--- config.mk ---
export PLATFORM = sky130hd
export DESIGN_NAME = efa_back
export DESIGN_NICKNAME = d
export VERILOG_FILES = /design/src/hw/rtl/efa_pkg.sv /design/src/hw/rtl/efa_div.sv /design/src/hw/rtl/efa_back.sv
export SDC_FILE = /design/constraint.sdc
export NUM_CORES = 1
export LEC_CHECK = 0
export BUFFER_PORTS_ARGS = -buffer_cell sky130_fd_sc_hd__buf_2
export CORE_MARGIN = 1
export CORE_UTILIZATION = 60
export CTS_BUF_LIST = sky130_fd_sc_hd__clkbuf_8
export CTS_CLUSTER_DIAMETER = 30
export DETAILED_ROUTE_END_ITERATION = 16
export PLACE_DENSITY = 0.95
export SKIP_CTS_REPAIR_TIMING = 1
export SYNTH_ARGS = -nofsm -noshare
export SYNTH_HDL_FRONTEND = slang
export SYNTH_SLANG_ARGS = --single-unit
export TNS_END_PERCENT = 5
--- constraint.sdc ---
create_clock -name clock -period 10.7 [get_ports clock]
set_input_delay 1.07 -clock clock [delete_from_list [all_inputs] [get_ports clock]]
set_output_delay 1.07 -clock clock [all_outputs]
set_load 0.05 [all_outputs]
--- src/hw/rtl/efa_pkg.sv ---
`default_nettype none

package efa_pkg;

   localparam int TS_W   = 31;
   localparam int CNT_W  = 16;
   localparam int SUM_W  = 48;
   localparam int MEAN_W = 32;
   localparam int CSR_W  = 8;
   // One store word: time sum on top, negative count, positive count at the bottom.
   localparam int WORD_W = SUM_W + 2 * CNT_W;

   localparam logic [1:0] CMD_ACCUM = 2'd0;
   localparam logic [1:0] CMD_READ  = 2'd1;
   localparam logic [1:0] CMD_CLEAR = 2'd2;

   localparam logic [2:0] STATUS_ACCEPTED      = 3'd0;
   localparam logic [2:0] STATUS_OUT_OF_BOUNDS = 3'd1;
   localparam logic [2:0] STATUS_SATURATED     = 3'd2;
   localparam logic [2:0] STATUS_PIXEL         = 3'd3;
   localparam logic [2:0] STATUS_CLEARED       = 3'd4;

   localparam logic CSR_FRAME_WIDTH  = 1'b0;
   localparam logic CSR_FRAME_HEIGHT = 1'b1;

   localparam logic [CSR_W-1:0] FRAME_SIZE_RESET = 8'd128;
   localparam logic [CNT_W:0]   COUNT_LIMIT      = 17'd65535;

   typedef enum logic [1:0] {
      OP_ACCUM,
      OP_READ,
      OP_CLEAR
   } op_kind_type;

   typedef struct packed {
      op_kind_type      kind;
      logic             out_of_bounds;
      logic             polarity;
      logic [TS_W-1:0]  timestamp;
   } op_info_type;

   typedef enum logic [2:0] {
      BK_CLEAR,
      BK_IDLE,
      BK_EXEC,
      BK_DIV,
      BK_POST
   } back_state_type;

endpackage

`default_nettype wire

--- src/hw/rtl/efa_div.sv ---
`default_nettype none

module efa_div
   import efa_pkg::*;
(
   input  wire logic                     clock,
   input  wire logic                     reset,
   input  wire logic                     start,
   input  wire logic signed [SUM_W-1:0]  dividend,
   input  wire logic        [CNT_W-1:0]  divisor,
   output logic                          done,
   output logic signed      [MEAN_W-1:0] quotient
);

   localparam int STEP_W = $clog2(SUM_W);

   logic              busy_ff, busy_in;
   logic              done_ff, done_in;
   logic [STEP_W-1:0] step_ff, step_in;
   logic              neg_ff, neg_in;
   logic [CNT_W-1:0]  divisor_ff, divisor_in;
   logic [CNT_W-1:0]  rem_ff, rem_in;
   logic [SUM_W-1:0]  quo_ff, quo_in;

   logic [SUM_W-1:0]  magnitude;
   logic [CNT_W:0]    trial;
   logic [CNT_W:0]    diff;
   logic              fits;

   assign magnitude = dividend[SUM_W-1] ? (~dividend + 1'b1) : dividend;
   assign trial     = {rem_ff, quo_ff[SUM_W-1]};
   assign diff      = trial - {1'b0, divisor_ff};
   assign fits      = (trial >= {1'b0, divisor_ff});

   // Restoring division, one quotient bit per cycle; the sign is put back at the end.
   always_comb begin
      busy_in    = busy_ff;
      done_in    = 1'b0;
      step_in    = step_ff;
      neg_in     = neg_ff;
      divisor_in = divisor_ff;
      rem_in     = rem_ff;
      quo_in     = quo_ff;
      if (start) begin
         busy_in    = 1'b1;
         step_in    = '0;
         neg_in     = dividend[SUM_W-1];
         divisor_in = divisor;
         rem_in     = '0;
         quo_in     = magnitude;
      end else if (busy_ff) begin
         rem_in  = fits ? diff[CNT_W-1:0] : trial[CNT_W-1:0];
         quo_in  = {quo_ff[SUM_W-2:0], fits};
         step_in = step_ff + 1'b1;
         if (step_ff == STEP_W'(SUM_W - 1)) begin
            busy_in = 1'b0;
            done_in = 1'b1;
         end
      end
   end

   always_ff @(posedge clock) begin
      if (reset) begin
         busy_ff <= 1'b0;
         done_ff <= 1'b0;
         step_ff <= '0;
      end else begin
         busy_ff <= busy_in;
         done_ff <= done_in;
         step_ff <= step_in;
      end
   end

   always_ff @(posedge clock) begin
      neg_ff     <= neg_in;
      divisor_ff <= divisor_in;
      rem_ff     <= rem_in;
      quo_ff     <= quo_in;
   end

   assign done     = done_ff;
   assign quotient = neg_ff ? $signed(~quo_ff[MEAN_W-1:0] + 1'b1)
                            : $signed(quo_ff[MEAN_W-1:0]);

endmodule

`default_nettype wire

--- src/hw/rtl/efa_back.sv ---
`default_nettype none

module efa_back
   import efa_pkg::*;
#(
   parameter int PIXELS = 16384,
   localparam int AW = (PIXELS > 1) ? $clog2(PIXELS) : 1
) (
   input  wire logic                     clock,
   input  wire logic                     reset,
   input  wire logic                     fifo_valid,
   input  wire op_info_type              fifo_info,
   input  wire logic        [AW-1:0]     fifo_addr,
   output logic                          fifo_pop,
   output logic                          sweeping,
   output logic                          ram_rd_en,
   output logic             [AW-1:0]     ram_rd_addr,
   input  wire logic        [WORD_W-1:0] ram_rd_data,
   output logic                          ram_wr_en,
   output logic             [AW-1:0]     ram_wr_addr,
   output logic             [WORD_W-1:0] ram_wr_data,
   output logic                          rsp_valid,
   input  wire logic                     rsp_stall,
   output logic             [2:0]        rsp_status,
   output logic             [CNT_W-1:0]  rsp_positive_count,
   output logic             [CNT_W-1:0]  rsp_negative_count,
   output logic signed      [MEAN_W-1:0] rsp_mean_time
);

   back_state_type           state_ff, state_in;
   logic [AW-1:0]            clr_addr_ff, clr_addr_in;
   logic                     clr_reply_ff, clr_reply_in;
   logic [TS_W-1:0]          ref_time_ff, ref_time_in;
   logic                     ref_taken_ff, ref_taken_in;
   op_info_type              cur_info_ff, cur_info_in;
   logic [AW-1:0]            cur_addr_ff, cur_addr_in;
   logic [2:0]               res_status_ff, res_status_in;
   logic [CNT_W-1:0]         res_pos_ff, res_pos_in;
   logic [CNT_W-1:0]         res_neg_ff, res_neg_in;
   logic signed [MEAN_W-1:0] res_mean_ff, res_mean_in;
   logic                     rsp_valid_ff, rsp_valid_in;
   logic [2:0]               rsp_status_ff, rsp_status_in;
   logic [CNT_W-1:0]         rsp_pos_ff, rsp_pos_in;
   logic [CNT_W-1:0]         rsp_neg_ff, rsp_neg_in;
   logic signed [MEAN_W-1:0] rsp_mean_ff, rsp_mean_in;

   logic                     out_free;
   logic                     rsp_load;
   logic [2:0]               ld_status;
   logic [CNT_W-1:0]         ld_pos;
   logic [CNT_W-1:0]         ld_neg;
   logic signed [MEAN_W-1:0] ld_mean;
   logic                     clr_last;

   logic [CNT_W-1:0]         word_pos;
   logic [CNT_W-1:0]         word_neg;
   logic signed [SUM_W-1:0]  word_sum;
   logic [CNT_W:0]           total;
   logic                     saturated;
   logic signed [TS_W:0]     offset;
   logic signed [SUM_W-1:0]  new_sum;
   logic [CNT_W-1:0]         new_pos;
   logic [CNT_W-1:0]         new_neg;

   logic                     div_start;
   logic                     div_done;
   logic signed [MEAN_W-1:0] div_quotient;

   assign word_pos  = ram_rd_data[CNT_W-1:0];
   assign word_neg  = ram_rd_data[2*CNT_W-1:CNT_W];
   assign word_sum  = $signed(ram_rd_data[WORD_W-1:2*CNT_W]);
   assign total     = {1'b0, word_pos} + {1'b0, word_neg};
   assign saturated = (total >= COUNT_LIMIT);
   assign offset    = $signed({1'b0, cur_info_ff.timestamp}) - $signed({1'b0, ref_time_ff});
   assign new_sum   = word_sum + SUM_W'(offset);
   assign new_pos   = cur_info_ff.polarity ? word_pos + 1'b1 : word_pos;
   assign new_neg   = cur_info_ff.polarity ? word_neg : word_neg + 1'b1;

   assign out_free    = !rsp_valid_ff || !rsp_stall;
   assign clr_last    = (clr_addr_ff == AW'(PIXELS - 1));
   assign sweeping    = (state_ff == BK_CLEAR);
   assign ram_rd_addr = fifo_addr;

   efa_div u_div (
      .clock    (clock),
      .reset    (reset),
      .start    (div_start),
      .dividend (word_sum),
      .divisor  (total[CNT_W-1:0]),
      .done     (div_done),
      .quotient (div_quotient)
   );

   always_comb begin
      state_in = state_ff;
      unique case (state_ff)
         BK_CLEAR: begin
            if (clr_last) begin
               state_in = clr_reply_ff ? BK_POST : BK_IDLE;
            end
         end
         BK_IDLE: begin
            if (fifo_valid) begin
               priority if (fifo_info.kind == OP_CLEAR) begin
                  state_in = BK_CLEAR;
               end else if (fifo_info.out_of_bounds) begin
                  state_in = BK_POST;
               end else begin
                  state_in = BK_EXEC;
               end
            end
         end
         BK_EXEC: begin
            if (cur_info_ff.kind == OP_READ && total != '0) begin
               state_in = BK_DIV;
            end else if (out_free) begin
               state_in = BK_IDLE;
            end
         end
         BK_DIV: begin
            if (div_done) begin
               state_in = BK_POST;
            end
         end
         BK_POST: begin
            if (out_free) begin
               state_in = BK_IDLE;
            end
         end
         default: state_in = BK_CLEAR;
      endcase
   end

   always_comb begin
      fifo_pop      = 1'b0;
      ram_rd_en     = 1'b0;
      ram_wr_en     = 1'b0;
      ram_wr_addr   = cur_addr_ff;
      ram_wr_data   = {new_sum, new_neg, new_pos};
      div_start     = 1'b0;
      rsp_load      = 1'b0;
      ld_status     = res_status_ff;
      ld_pos        = res_pos_ff;
      ld_neg        = res_neg_ff;
      ld_mean       = res_mean_ff;
      clr_addr_in   = clr_addr_ff;
      clr_reply_in  = clr_reply_ff;
      ref_time_in   = ref_time_ff;
      ref_taken_in  = ref_taken_ff;
      cur_info_in   = cur_info_ff;
      cur_addr_in   = cur_addr_ff;
      res_status_in = res_status_ff;
      res_pos_in    = res_pos_ff;
      res_neg_in    = res_neg_ff;
      res_mean_in   = res_mean_ff;
      unique case (state_ff)
         BK_CLEAR: begin
            ram_wr_en   = 1'b1;
            ram_wr_addr = clr_addr_ff;
            ram_wr_data = '0;
            if (clr_last) begin
               clr_addr_in  = '0;
               clr_reply_in = 1'b0;
            end else begin
               clr_addr_in = clr_addr_ff + 1'b1;
            end
         end
         BK_IDLE: begin
            if (fifo_valid) begin
               fifo_pop    = 1'b1;
               cur_info_in = fifo_info;
               cur_addr_in = fifo_addr;
               res_pos_in  = '0;
               res_neg_in  = '0;
               res_mean_in = '0;
               if (fifo_info.kind == OP_CLEAR) begin
                  clr_reply_in  = 1'b1;
                  ref_time_in   = '0;
                  ref_taken_in  = 1'b0;
                  res_status_in = STATUS_CLEARED;
               end else begin
                  // The first event after a clear fixes the reference, even if dropped.
                  if (fifo_info.kind == OP_ACCUM && !ref_taken_ff) begin
                     ref_time_in  = fifo_info.timestamp;
                     ref_taken_in = 1'b1;
                  end
                  if (fifo_info.out_of_bounds) begin
                     res_status_in = STATUS_OUT_OF_BOUNDS;
                  end else begin
                     ram_rd_en = 1'b1;
                  end
               end
            end
         end
         BK_EXEC: begin
            if (cur_info_ff.kind == OP_READ) begin
               res_status_in = STATUS_PIXEL;
               res_pos_in    = word_pos;
               res_neg_in    = word_neg;
               if (total != '0) begin
                  div_start = 1'b1;
               end else begin
                  rsp_load  = out_free;
                  ld_status = STATUS_PIXEL;
                  ld_pos    = word_pos;
                  ld_neg    = word_neg;
                  ld_mean   = '0;
               end
            end else begin
               // The store write and the request's result go out in the same cycle.
               rsp_load  = out_free;
               ram_wr_en = out_free && !saturated;
               ld_status = saturated ? STATUS_SATURATED : STATUS_ACCEPTED;
               ld_pos    = '0;
               ld_neg    = '0;
               ld_mean   = '0;
            end
         end
         BK_DIV: begin
            if (div_done) begin
               res_mean_in = div_quotient;
            end
         end
         BK_POST: begin
            rsp_load = out_free;
         end
         default: rsp_load = 1'b0;
      endcase
   end

   always_comb begin
      rsp_status_in = rsp_status_ff;
      rsp_pos_in    = rsp_pos_ff;
      rsp_neg_in    = rsp_neg_ff;
      rsp_mean_in   = rsp_mean_ff;
      if (rsp_load) begin
         rsp_valid_in  = 1'b1;
         rsp_status_in = ld_status;
         rsp_pos_in    = ld_pos;
         rsp_neg_in    = ld_neg;
         rsp_mean_in   = ld_mean;
      end else if (!rsp_stall) begin
         rsp_valid_in = 1'b0;
      end else begin
         rsp_valid_in = rsp_valid_ff;
      end
   end

   always_ff @(posedge clock) begin
      if (reset) begin
         state_ff     <= BK_CLEAR;
         clr_addr_ff  <= '0;
         clr_reply_ff <= 1'b0;
         ref_time_ff  <= '0;
         ref_taken_ff <= 1'b0;
         rsp_valid_ff <= 1'b0;
      end else begin
         state_ff     <= state_in;
         clr_addr_ff  <= clr_addr_in;
         clr_reply_ff <= clr_reply_in;
         ref_time_ff  <= ref_time_in;
         ref_taken_ff <= ref_taken_in;
         rsp_valid_ff <= rsp_valid_in;
      end
   end

   always_ff @(posedge clock) begin
      cur_info_ff   <= cur_info_in;
      cur_addr_ff   <= cur_addr_in;
      res_status_ff <= res_status_in;
      res_pos_ff    <= res_pos_in;
      res_neg_ff    <= res_neg_in;
      res_mean_ff   <= res_mean_in;
      rsp_status_ff <= rsp_status_in;
      rsp_pos_ff    <= rsp_pos_in;
      rsp_neg_ff    <= rsp_neg_in;
      rsp_mean_ff   <= rsp_mean_in;
   end

   assign rsp_valid          = rsp_valid_ff;
   assign rsp_status         = rsp_status_ff;
   assign rsp_positive_count = rsp_pos_ff;
   assign rsp_negative_count = rsp_neg_ff;
   assign rsp_mean_time      = rsp_mean_ff;

endmodule

`default_nettype wire

==> flow_summary.yaml, run 1 <==
clock_network:
  clock_sinks: 322
  cts_buffers: 61
  htree_num_levels: 2
  maximum_clock_path_buffer_count: 3
  tritoncts: "done"
  clk-insertion-delay-late_ns: 0.67
  clkSlewWorstSetupHoldPaths_ns: 0.06
  root_buffer: "sky130_fd_sc_hd__clkbuf_8"
power:
  vdd.ir_drop.worst_uv: 116
  p_leak_nw: 9.65
  power_per_cell_area_nw_per_um2: 131
worst_setup_path:
  path_class: "reg2out"
  crit_path_end_kind: "output port"
  crit_path_cell_trace: "inv_1 > ha_1 > o211ai_1 > a21oi_1 > nor4_1 > o21ai_0 > a31oi_1 > a311o_1 > o311a_1 > nand2b_1 > ha_1 > and3_1 > and3_1 > a211oi_1 > o21ai_0 > a221oi_1 > o21a_1 > buf_2"
  worstSetupStartpointType: "flop"
  crit_fanout: 16
  slowest_delay_ns: 0.78
  worst-endpoint-required_ns: 9.63
  critical_path_data_arrival_time_ns: 6.61
  critical_path.slowest_cell: "sky130_fd_sc_hd__a211oi_1"
synthesis:
  synth_enable_flop_cells: 247
  synth-seq-area-share_pct: 43.0
  synthesis.area_per_instance_um2: 9.60
  yosys.cell_types.count: 72
  yosys_warnings: 0
  mappedNetlistNets: 2418
  yosys_most_used_dff: "sky130_fd_sc_hd__edfxtp_1"
  synth-seq-cells: 322
  netlist_area_um2: 20700
  ys_async_sr_fraction_pct: 0
  synthesis.instances: 2158
timing:
  post-route-period-util_pct: 71.8
  fin_tns_setup_ns: 0
  period_minus_slack_ns: 7.68
  finalClockSkew_ns: 0.0327
  finalHoldViolations: 0
  max_clock_freq_mhz: 130
  slew_headroom_pct: 11.5
  rsz_0062_raised_after_global_routing: "no"
  final-max-slew-violation-count: 0
  timing_worst_slew_pin_value_ns: 1.31
  final-setup-viol-count: 0
routing:
  routedWlPerCell_um: 19.8
  route.vias.total: 18200
  dr.pass1.iters: 6
  wirelength_um: 58500
  via_density_per_instance: 6.17
  post_drt_antenna_nets: 0
  initialDrtViolationCount: 2001
  detail_route.drc_violations: 0
grt:
  grt_first_pass_wirelength_um: 91200
  grt_max_degree: 97
  number_of_global_route_vias_before_repair: 17300
  grt_antenna_before_repair: 9
  grt_use_total_pct: 32.5
  globalRouteOverflowTotal: 0
floorplanning:
  die-area_um2: 35300
  die_width_um: 188
  core_region_area_um2: 33800
  start_util_pct: 61.3
  boundaryPins: 313
  fp-row-count: 67
  die_h_um: 188
layout:
  num-fill-cells: 2343
  layout-drive-gt1-share_pct: 20.0
  layout_commonest_cell: "sky130_fd_sc_hd__buf_2"
  areaGrowthSynthToFinish_pct: 15.8
  finish.net_count: 2704
  post_layout_nonfiller_instances: 2953
  mostFrequentLayoutCells: "sky130_fd_sc_hd__buf_2, sky130_fd_sc_hd__edfxtp_1, sky130_fd_sc_hd__nor2_1"
status:
  outcome: "complete, no violations"
placed_design:
  placed_cells: 2829
  port_buffers: 312
  hpwl_um: 42500
  gp_routability_congestion: 0.971
hold_path:
  class_of_the_tightest_hold_or_removal_check: "reg2reg"
flow_run:
  timing.max_cap.violations: 0
worst max-delay path, delay by kind of cell, from the launching register on:
family	cells	cell delay [ns]
and+or+nand+nor	4	1.47
adders and majority gates	2	0.79
DFF	1	0.33
buffers and inverters	2	0.30
AOI/OAI and AO/OA	10	3.07
registers in the layout, indices dropped and copies added, names as in the netlist, 3 cells and up:
register            flops
clr_addr_ff            14
cur_addr_ff            14
cur_info_ff            34
ref_time_ff            31
res_mean_ff            32
res_neg_ff             16
res_pos_ff             16
res_status_ff           3
rsp_mean_time          32
rsp_negative_count     16
rsp_positive_count     16
rsp_status              3
state_ff                3
u_div.divisor_ff       16
u_div.quo_ff           48
u_div.rem_ff           16
u_div.step_ff           6
report_power, final:
part | total [mW] | switching, mW | internal [mW]
Sequential | 1.36 | 0.0124 | 1.35
Clock | 1.38 | 0.571 | 0.805
Combinational | 0.406 | 0.254 | 0.152
cells by family after synthesis:
group / count (synthesis) / share of synthesized area [%]
AO/OA/AOI/OAI: 464 / 14.9
XOR/XNOR: 212 / 8.96
adder cells (fa/ha/maj): 127 / 7.81
buffers and inverters: 208 / 4.03
flip-flops: 322 / 43.0
multiplexers: 64 / 3.39
AND/OR/NAND/NOR: 761 / 17.9
synth_stat cells, types with 11 or more instances:
master / count / area [um^2]
sky130_fd_sc_hd__o21a_1: 11 / 82.6
sky130_fd_sc_hd__nand4_1: 31 / 194
sky130_fd_sc_hd__nand2_1: 188 / 706
sky130_fd_sc_hd__or4_1: 18 / 135
sky130_fd_sc_hd__nor2b_1: 27 / 169
sky130_fd_sc_hd__o21bai_1: 13 / 97.6
sky130_fd_sc_hd__a21o_1: 51 / 383
sky130_fd_sc_hd__clkbuf_1: 86 / 323
sky130_fd_sc_hd__o21ai_0: 77 / 385
sky130_fd_sc_hd__nand2b_1: 29 / 181
sky130_fd_sc_hd__edfxtp_1: 247 / 7420
sky130_fd_sc_hd__and2_1: 43 / 269
sky130_fd_sc_hd__buf_4: 14 / 105
sky130_fd_sc_hd__a22o_1: 33 / 289
sky130_fd_sc_hd__a211oi_1: 18 / 135
sky130_fd_sc_hd__o31ai_1: 29 / 218
sky130_fd_sc_hd__or3_1: 16 / 100
sky130_fd_sc_hd__inv_1: 103 / 387
sky130_fd_sc_hd__ha_1: 123 / 1540
sky130_fd_sc_hd__xor2_1: 100 / 876
sky130_fd_sc_hd__nor3_1: 38 / 190
sky130_fd_sc_hd__and3_1: 44 / 275
sky130_fd_sc_hd__mux2i_1: 17 / 170
sky130_fd_sc_hd__dfxtp_1: 75 / 1500
sky130_fd_sc_hd__nand3_1: 72 / 360
sky130_fd_sc_hd__xnor2_1: 112 / 981
sky130_fd_sc_hd__o41ai_1: 13 / 114
sky130_fd_sc_hd__mux2_2: 46 / 518
sky130_fd_sc_hd__nor2_1: 212 / 796
sky130_fd_sc_hd__a21oi_1: 140 / 701
path summary, 6_finish.rpt:
| path | start | end | slack (ns) | cells past startpoint |
|---|---|---|---|---|
| max | ref_time_ff[2] | ram_wr_data[79] | 3.02 | 18 |
| max reg2reg | state_ff[0] | u_div.quo_ff[47] | 6.64 | 8 |
| min reg2reg | ref_time_ff[30] | ref_time_ff[30] | 0.45 | 2 |
| min | ref_time_ff[30] | ref_time_ff[30] | 0.45 | 2 |
per-layer routing:
metal	global-route usage (%)	routed length, um
met5	0	0
met3	5.05	5020
met2	53.1	27800
met4	16.5	2760
met1	41.9	23000
per-stage QoR:
step	instance area, um^2	power, mW	utilization, %	hold WS, ns	setup WS (ns)
after floorplan	20700	1.65	-	0.432	1.50
after global placement	22600	1.76	66.7	0.439	3.99
after detailed placement	22600	1.77	66.7	0.445	3.74
after CTS	24000	3.14	70.9	0.453	3.04
after global routing	24000	3.24	71.0	0.471	2.48
final	24000	3.14	71.0	0.453	3.02
final cells by class:
class,count,area [um^2],share of cell area [%]
multi-input cells,1628,11000,45.9
flip-flops and latches,322,8920,37.2
repair buffers,327,1670,6.98
clock buffers,63,867,3.61
well taps,448,561,2.34
clock inverters,52,547,2.28
inverters,104,390,1.63
diodes,9,22.5,0.0939
Power figures use the tool's default switching activity.
==> run 2: changes to the inputs <==
CORE_UTILIZATION = 54   (was 60)
PLACE_DENSITY = 0.91   (was 0.95)
clock period = 6.32 ns   (was 10.7 ns; I/O delays follow)
==> run 2 against run 1 <==
  * Sequential power grew 69%
  * Clock power increased by 82%
  * Combinational power grew 69%
  * Register-to-register slack got worse by 4.1 ns
  * Via count decreased by 0.40%
  * Routed wire length shrank 0.42%
  * Sequential share of layout area down 0.77 points
  * Non-clock buffer count up 11
  * Count of clock-buffer cells in the layout grew 11
==> flow_summary.yaml, run 2 (synthesis results as in run 1) <==
routing:
  wl_met3_um: 4370
  dr.pass1.iters: 6
  route.vias.total: 18100
  detail_route.drc_violations: 0
  met1Wirelength_um: 24200
  initialDrtViolationCount: 1601
  met2WireLength_um: 27000
  post_drt_antenna_nets: 0
  routedWlPerCell_um: 19.1
  wirelength_um: 58300
  via_density_per_instance: 5.95
  routed.top_layer: "met4"
layout:
  largest_register_ff_count: 48
  areaGrowthSynthToFinish_pct: 18.2
  layout-drive-gt1-share_pct: 21.8
  mostFrequentLayoutCells: "sky130_fd_sc_hd__buf_2, sky130_fd_sc_hd__edfxtp_1, sky130_fd_sc_hd__nor2_1"
  finish.instance_area_um2: 24500
  layout_commonest_cell: "sky130_fd_sc_hd__buf_2"
  utilization_pct: 65.0
  largest-register: "u_div.quo_ff"
  top_regs: "u_div.quo_ff (48), cur_info_ff (34)"
  finish.net_count: 2724
clock_network:
  clk-insertion-delay-late_ns: 0.60
  root_buffer: "sky130_fd_sc_hd__clkbuf_8"
  maximum_clock_path_buffer_count: 3
  htree_num_levels: 3
  tritoncts: "done"
  clkSlewWorstSetupHoldPaths_ns: 0.06
  clock_sinks: 322
  cts_buffers: 70
placed_design:
  detailed_place.area_um2: 22700
  port_buffers: 312
  dp_slack_ns: 0.226
  hpwl_um: 42600
  gp_routability_congestion: 0.961
power:
  power_frac_seq_pct: 41.9
  power_per_cell_area_nw_per_um2: 225
  share_comb_of_total_power_pct: 12.4
  share_clk_of_total_power_pct: 45.6
  switching_share_pct: 26.1
  totalPowerFinal_mw: 5.50
  cellInternalPower_mw: 4.07
  p_leak_nw: 9.84
  power_switching_mw: 1.43
  vdd.ir_drop.worst_uv: 204
floorplanning:
  die-area_um2: 39200
  die_h_um: 198
  core_region_area_um2: 37700
  fp-row-count: 71
  die_width_um: 198
  start_util_pct: 55.0
  boundaryPins: 313
worst_setup_path:
  reg2regPathDepth: 11
  crit_path_end_kind: "output port"
  crit-reg2reg-capture: "res_mean_ff[28]"
  worstSetupStartpointType: "flop"
  crit_fanout: 6
  worst-r2r-setup-slack_ns: 2.58
  r2r-start: "u_div.quo_ff[0]"
  worst-endpoint-required_ns: 5.69
  critical_path_data_arrival_time_ns: 5.46
  path_class: "reg2out"
grt:
  number_of_global_route_vias_before_repair: 17300
  grt_max_degree: 97
  grt_first_pass_wirelength_um: 90200
  grt_antenna_before_repair: 14
  grt_use_total_pct: 29.1
  globalRouteOverflowTotal: 0
flow_run:
  timing.max_cap.violations: 0
timing:
  finalClockSkew_ns: 0.0271
  fin_tns_setup_ns: 0
  rsz_0062_raised_after_global_routing: "yes"
  final-setup-viol-count: 0
  finalHoldViolations: 0
  final-max-slew-violation-count: 0
  slew_headroom_pct: 22.6
  setup_ws_ns: 0.229
  max_clock_freq_mhz: 164
  period_minus_slack_ns: 6.09
  timing_worst_slew_pin_value_ns: 1.16
  post-route-period-util_pct: 96.4
hold_path:
  class_of_the_tightest_hold_or_removal_check: "in2reg"
  min_to: "cur_info_ff[22]"
  min_from: "fifo_info[22]"
  min_delay_path_depth: 1
status:
  outcome: "complete, no violations"
[run 2: changes by cell type in the layout (fill, tap and decap cells not counted), sizes merged]
cell      previous run  this run
buf                327       334
clkbuf              63        78
clkinvlp            10         7
inv                113       115
diode                9        14
clkinv              23        27
[run 2: area by class of cell]
type | instances | area [um^2]
inverters | 104 | 390
flip-flops and latches | 322 | 8920
repair buffers | 338 | 1800
clock buffers | 74 | 1020
clock inverters | 55 | 553
multi-input cells | 1628 | 11100
diodes | 14 | 35.0
fillers | 2903 | 13200
well taps | 511 | 639
[run 2: worst max path at each step]
stage	startpoint	end	slack [ns]	cells after the start
floorplan	cur_info_ff[0]	ram_wr_data[71]	0.68	22
global placement	cur_info_ff[0]	ram_wr_data[77]	0.48	25
detailed placement	cur_info_ff[0]	ram_wr_data[77]	0.23	25
CTS	cur_info_ff[0]	ram_wr_data[77]	-0.43	25
global route	cur_info_ff[0]	ram_wr_data[77]	-0.11	25
finish	cur_info_ff[0]	ram_wr_data[79]	0.23	24
[run 2: stage by stage]
stage               hold slack (ns)  std cells
global route                  0.192       3044
global placement              0.440       2897
finish                        0.214       3046
floorplan                     0.432       2158
detailed placement            0.447       2897
CTS                           0.180       3026
[run 2: worst max-delay path: stages, from the launching register on]
cell and delay, ns:
sky130_fd_sc_hd__edfxtp_1 0.33, sky130_fd_sc_hd__inv_1 0.05, sky130_fd_sc_hd__ha_1 0.19, sky130_fd_sc_hd__fa_1 0.40, sky130_fd_sc_hd__nor2b_1 0.14, sky130_fd_sc_hd__o21a_1 0.16
sky130_fd_sc_hd__o21ai_2 0.09, sky130_fd_sc_hd__a21oi_1 0.18, sky130_fd_sc_hd__nor2_1 0.11, sky130_fd_sc_hd__o21ai_2 0.22, sky130_fd_sc_hd__a311oi_2 0.17, sky130_fd_sc_hd__o31ai_1 0.26
sky130_fd_sc_hd__a21oi_1 0.12, sky130_fd_sc_hd__xnor2_1 0.15, sky130_fd_sc_hd__ha_1 0.36, sky130_fd_sc_hd__a21o_1 0.19, sky130_fd_sc_hd__a21o_1 0.19, sky130_fd_sc_hd__a211oi_2 0.29
sky130_fd_sc_hd__o31ai_4 0.14, sky130_fd_sc_hd__a211oi_2 0.25, sky130_fd_sc_hd__buf_4 0.19, sky130_fd_sc_hd__nor3_1 0.06, sky130_fd_sc_hd__o211a_1 0.22, sky130_fd_sc_hd__o21a_1 0.18
sky130_fd_sc_hd__clkbuf_4 0.21
[run 2: layer usage]
metal	GRT usage [%]	up-vias
li1	-	8454
met1	38.4	8651
met5	0	-
met4	16.4	0
met2	45.0	856
met3	5.20	173
[run 2: power groups by stage]
stage	clock network, mW	logic, mW	registers (mW)
final	2.51	0.685	2.30
after detailed placement	0	0.654	2.35
after global routing	2.65	0.741	2.31
after CTS	2.55	0.662	2.30
after global placement	0	0.632	2.35
after floorplan	0	0.454	2.34
==> run 3: changes to the inputs <==
CORE_UTILIZATION = 60   (was 54)
GPL_TIMING_DRIVEN = 1   (was default)
PLACE_DENSITY = 0.95   (was 0.91)
clock period = 7.85 ns   (was 6.32 ns; I/O delays follow)
==> run 3 against run 2 <==
  * First-iteration DRC count is 4.3% higher
  * Power down 25%
  * Critical path depth fell by 6
  * Sequential power is 19% lower
  * Non-clock buffer count shrank 12
  * Routed wire length fell by 3.5%
  * Critical path type unchanged
  * Utilization increased by 5.7 points
  * Flip-flop and latch count stayed put
==> flow_summary.yaml, run 3 (synthesis results as in run 1) <==
status:
  outcome: "complete, no violations"
layout:
  areaGrowthSynthToFinish_pct: 15.3
  layout-drive-gt1-share_pct: 20.0
  sequential_cell_area_in_the_final_layout_um2: 8920
  multi_input_comb_area_um2: 11000
  num-fill-cells: 2372
  largest-register: "u_div.quo_ff"
  mostFrequentLayoutCells: "sky130_fd_sc_hd__buf_2, sky130_fd_sc_hd__edfxtp_1, sky130_fd_sc_hd__nor2_1"
  layout_commonest_cell: "sky130_fd_sc_hd__buf_2"
  top_regs: "u_div.quo_ff (48), cur_info_ff (34)"
  largest_register_ff_count: 48
  finish.net_count: 2708
placed_design:
  port_buffers: 312
  dp_slack_ns: 1.29
  gp_routability_congestion: 0.998
  hpwl_um: 41200
flow_run:
  timing.max_cap.violations: 0
worst_setup_path:
  worst-endpoint-required_ns: 7.07
  slowest_delay_ns: 0.76
  path_class: "reg2out"
  crit_fanout: 16
  crit_path_cell_trace: "ha_1 > o21a_1 > o21a_1 > nand4_1 > o21ai_0 > a31oi_1 > a311o_1 > o311a_1 > nand2b_1 > ha_1 > a21o_1 > a21oi_1 > a21boi_0 > a211oi_1 > o21ai_0 > a221oi_1 > o21a_1 > buf_2"
  worstSetupStartpointType: "flop"
  crit_path_end_kind: "output port"
  critical_path_data_arrival_time_ns: 6.61
  timing.critical_path.mode_cell: "sky130_fd_sc_hd__o21a_1"
  critical_path.slowest_cell: "sky130_fd_sc_hd__a211oi_1"
hold_path:
  class_of_the_tightest_hold_or_removal_check: "in2reg"
floorplanning:
  die_width_um: 188
  die-area_um2: 35300
  boundaryPins: 313
  core_region_area_um2: 33800
  die_h_um: 188
  fp-row-count: 67
  start_util_pct: 61.3
routing:
  wl_met3_um: 5000
  wirelength_um: 56300
  post_drt_antenna_nets: 0
  route.vias.total: 18100
  routed.top_layer: "met4"
  met1Wirelength_um: 22500
  initialDrtViolationCount: 1670
  routedWlPerCell_um: 19.0
  met2WireLength_um: 26300
  detail_route.drc_violations: 0
  dr.pass1.iters: 8
  via_density_per_instance: 6.11
timing:
  timing_worst_slew_pin_value_ns: 1.30
  rsz_0062_raised_after_global_routing: "no"
  finalClockSkew_ns: 0.0476
  final-setup-viol-count: 0
  slew_headroom_pct: 13.5
  fin_tns_setup_ns: 0
  post-route-period-util_pct: 94.2
  period_minus_slack_ns: 7.40
  whs_ns: 0.355
  setup_ws_ns: 0.453
  finalHoldViolations: 0
  max_clock_freq_mhz: 135
  final-max-slew-violation-count: 0
grt:
  grt_first_pass_wirelength_um: 87200
  number_of_global_route_vias_before_repair: 17000
  grt_use_total_pct: 30.9
  globalRouteOverflowTotal: 0
  grt_max_degree: 97
  grt_antenna_before_repair: 10
clock_network:
  htree_num_levels: 3
  clock_sinks: 322
  cts_buffers: 66
  clkSlewWorstSetupHoldPaths_ns: 0.06
  clk-insertion-delay-late_ns: 0.62
  maximum_clock_path_buffer_count: 3
  tritoncts: "done"
  root_buffer: "sky130_fd_sc_hd__clkbuf_8"
power:
  totalPowerFinal_mw: 4.13
  p_leak_nw: 9.63
  cellInternalPower_mw: 3.02
  power_switching_mw: 1.11
  share_clk_of_total_power_pct: 42.0
  share_comb_of_total_power_pct: 13.0
  power_frac_seq_pct: 44.9
  switching_share_pct: 27.0
  power_per_cell_area_nw_per_um2: 173
  vdd.ir_drop.worst_uv: 164
run 3: cell types whose count changed in the layout (fill, tap and decap cells not counted), sizes merged:
| cell | before | now |
|---|---|---|
| buf | 334 | 326 |
| bufinv | 10 | 4 |
| clkinvlp | 7 | 6 |
| clkbuf | 78 | 70 |
| diode | 14 | 11 |
| inv | 115 | 114 |
run 3: per-stage QoR:
step | cell area, um^2 | util (%) | instances
after global placement | 22500 | 66.7 | 2828
after floorplan | 20700 | - | 2158
after global routing | 23900 | 70.7 | 2955
final | 23900 | 70.7 | 2956
after detailed placement | 22500 | 66.7 | 2828
after CTS | 23900 | 70.6 | 2945
run 3: cell type report:
type / instances / share of cell area [%]
well taps: 448 / 2.35
repair buffers: 326 / 6.98
multi-input cells: 1628 / 46.1
clock inverters: 47 / 1.48
clock buffers: 70 / 4.03
diodes: 11 / 0.115
inverters: 104 / 1.63
flip-flops and latches: 322 / 37.3
run 3: path summary, 6_finish.rpt:
kind / slack (ns) / end / depth (start not counted) / startpoint
worst max-delay path: 0.45 / ram_wr_data[79] / 18 / cur_info_ff[5]
worst min-delay path: 0.35 / cur_info_ff[30] / 1 / fifo_info[30]
worst max register to register: 3.64 / u_div.quo_ff[47] / 7 / state_ff[0]
worst min register to register: 0.45 / ref_time_ff[29] / 2 / ref_time_ff[29]
run 3: critical path: cells and delay by family (launching register included):
family                     cells  cell delay, ns
AOI/OAI and AO/OA             13            3.77
adders and majority gates      2            0.95
buffers and inverters          1            0.25
DFF                            1            0.37
and+or+nand+nor                2            0.64
run 3: power groups by stage:
| stage | Clock (mW) | Combinational, mW | Sequential, mW |
|---|---|---|---|
| 4_1_cts | 1.75 | 0.526 | 1.86 |
| 3_3_place_gp | 0 | 0.501 | 1.89 |
| 6_report | 1.74 | 0.539 | 1.86 |
| 2_1_floorplan | 0 | 0.365 | 1.88 |
| 3_5_place_dp | 0 | 0.519 | 1.89 |
| 5_1_grt | 1.84 | 0.583 | 1.86 |
run 3: routing by layer:
layer / global-route usage (%) / vias up
li1: - / 8402
met1: 40.8 / 8491
met2: 49.2 / 971
met3: 5.73 / 188
met4: 14.5 / 0
met5: 0 / -
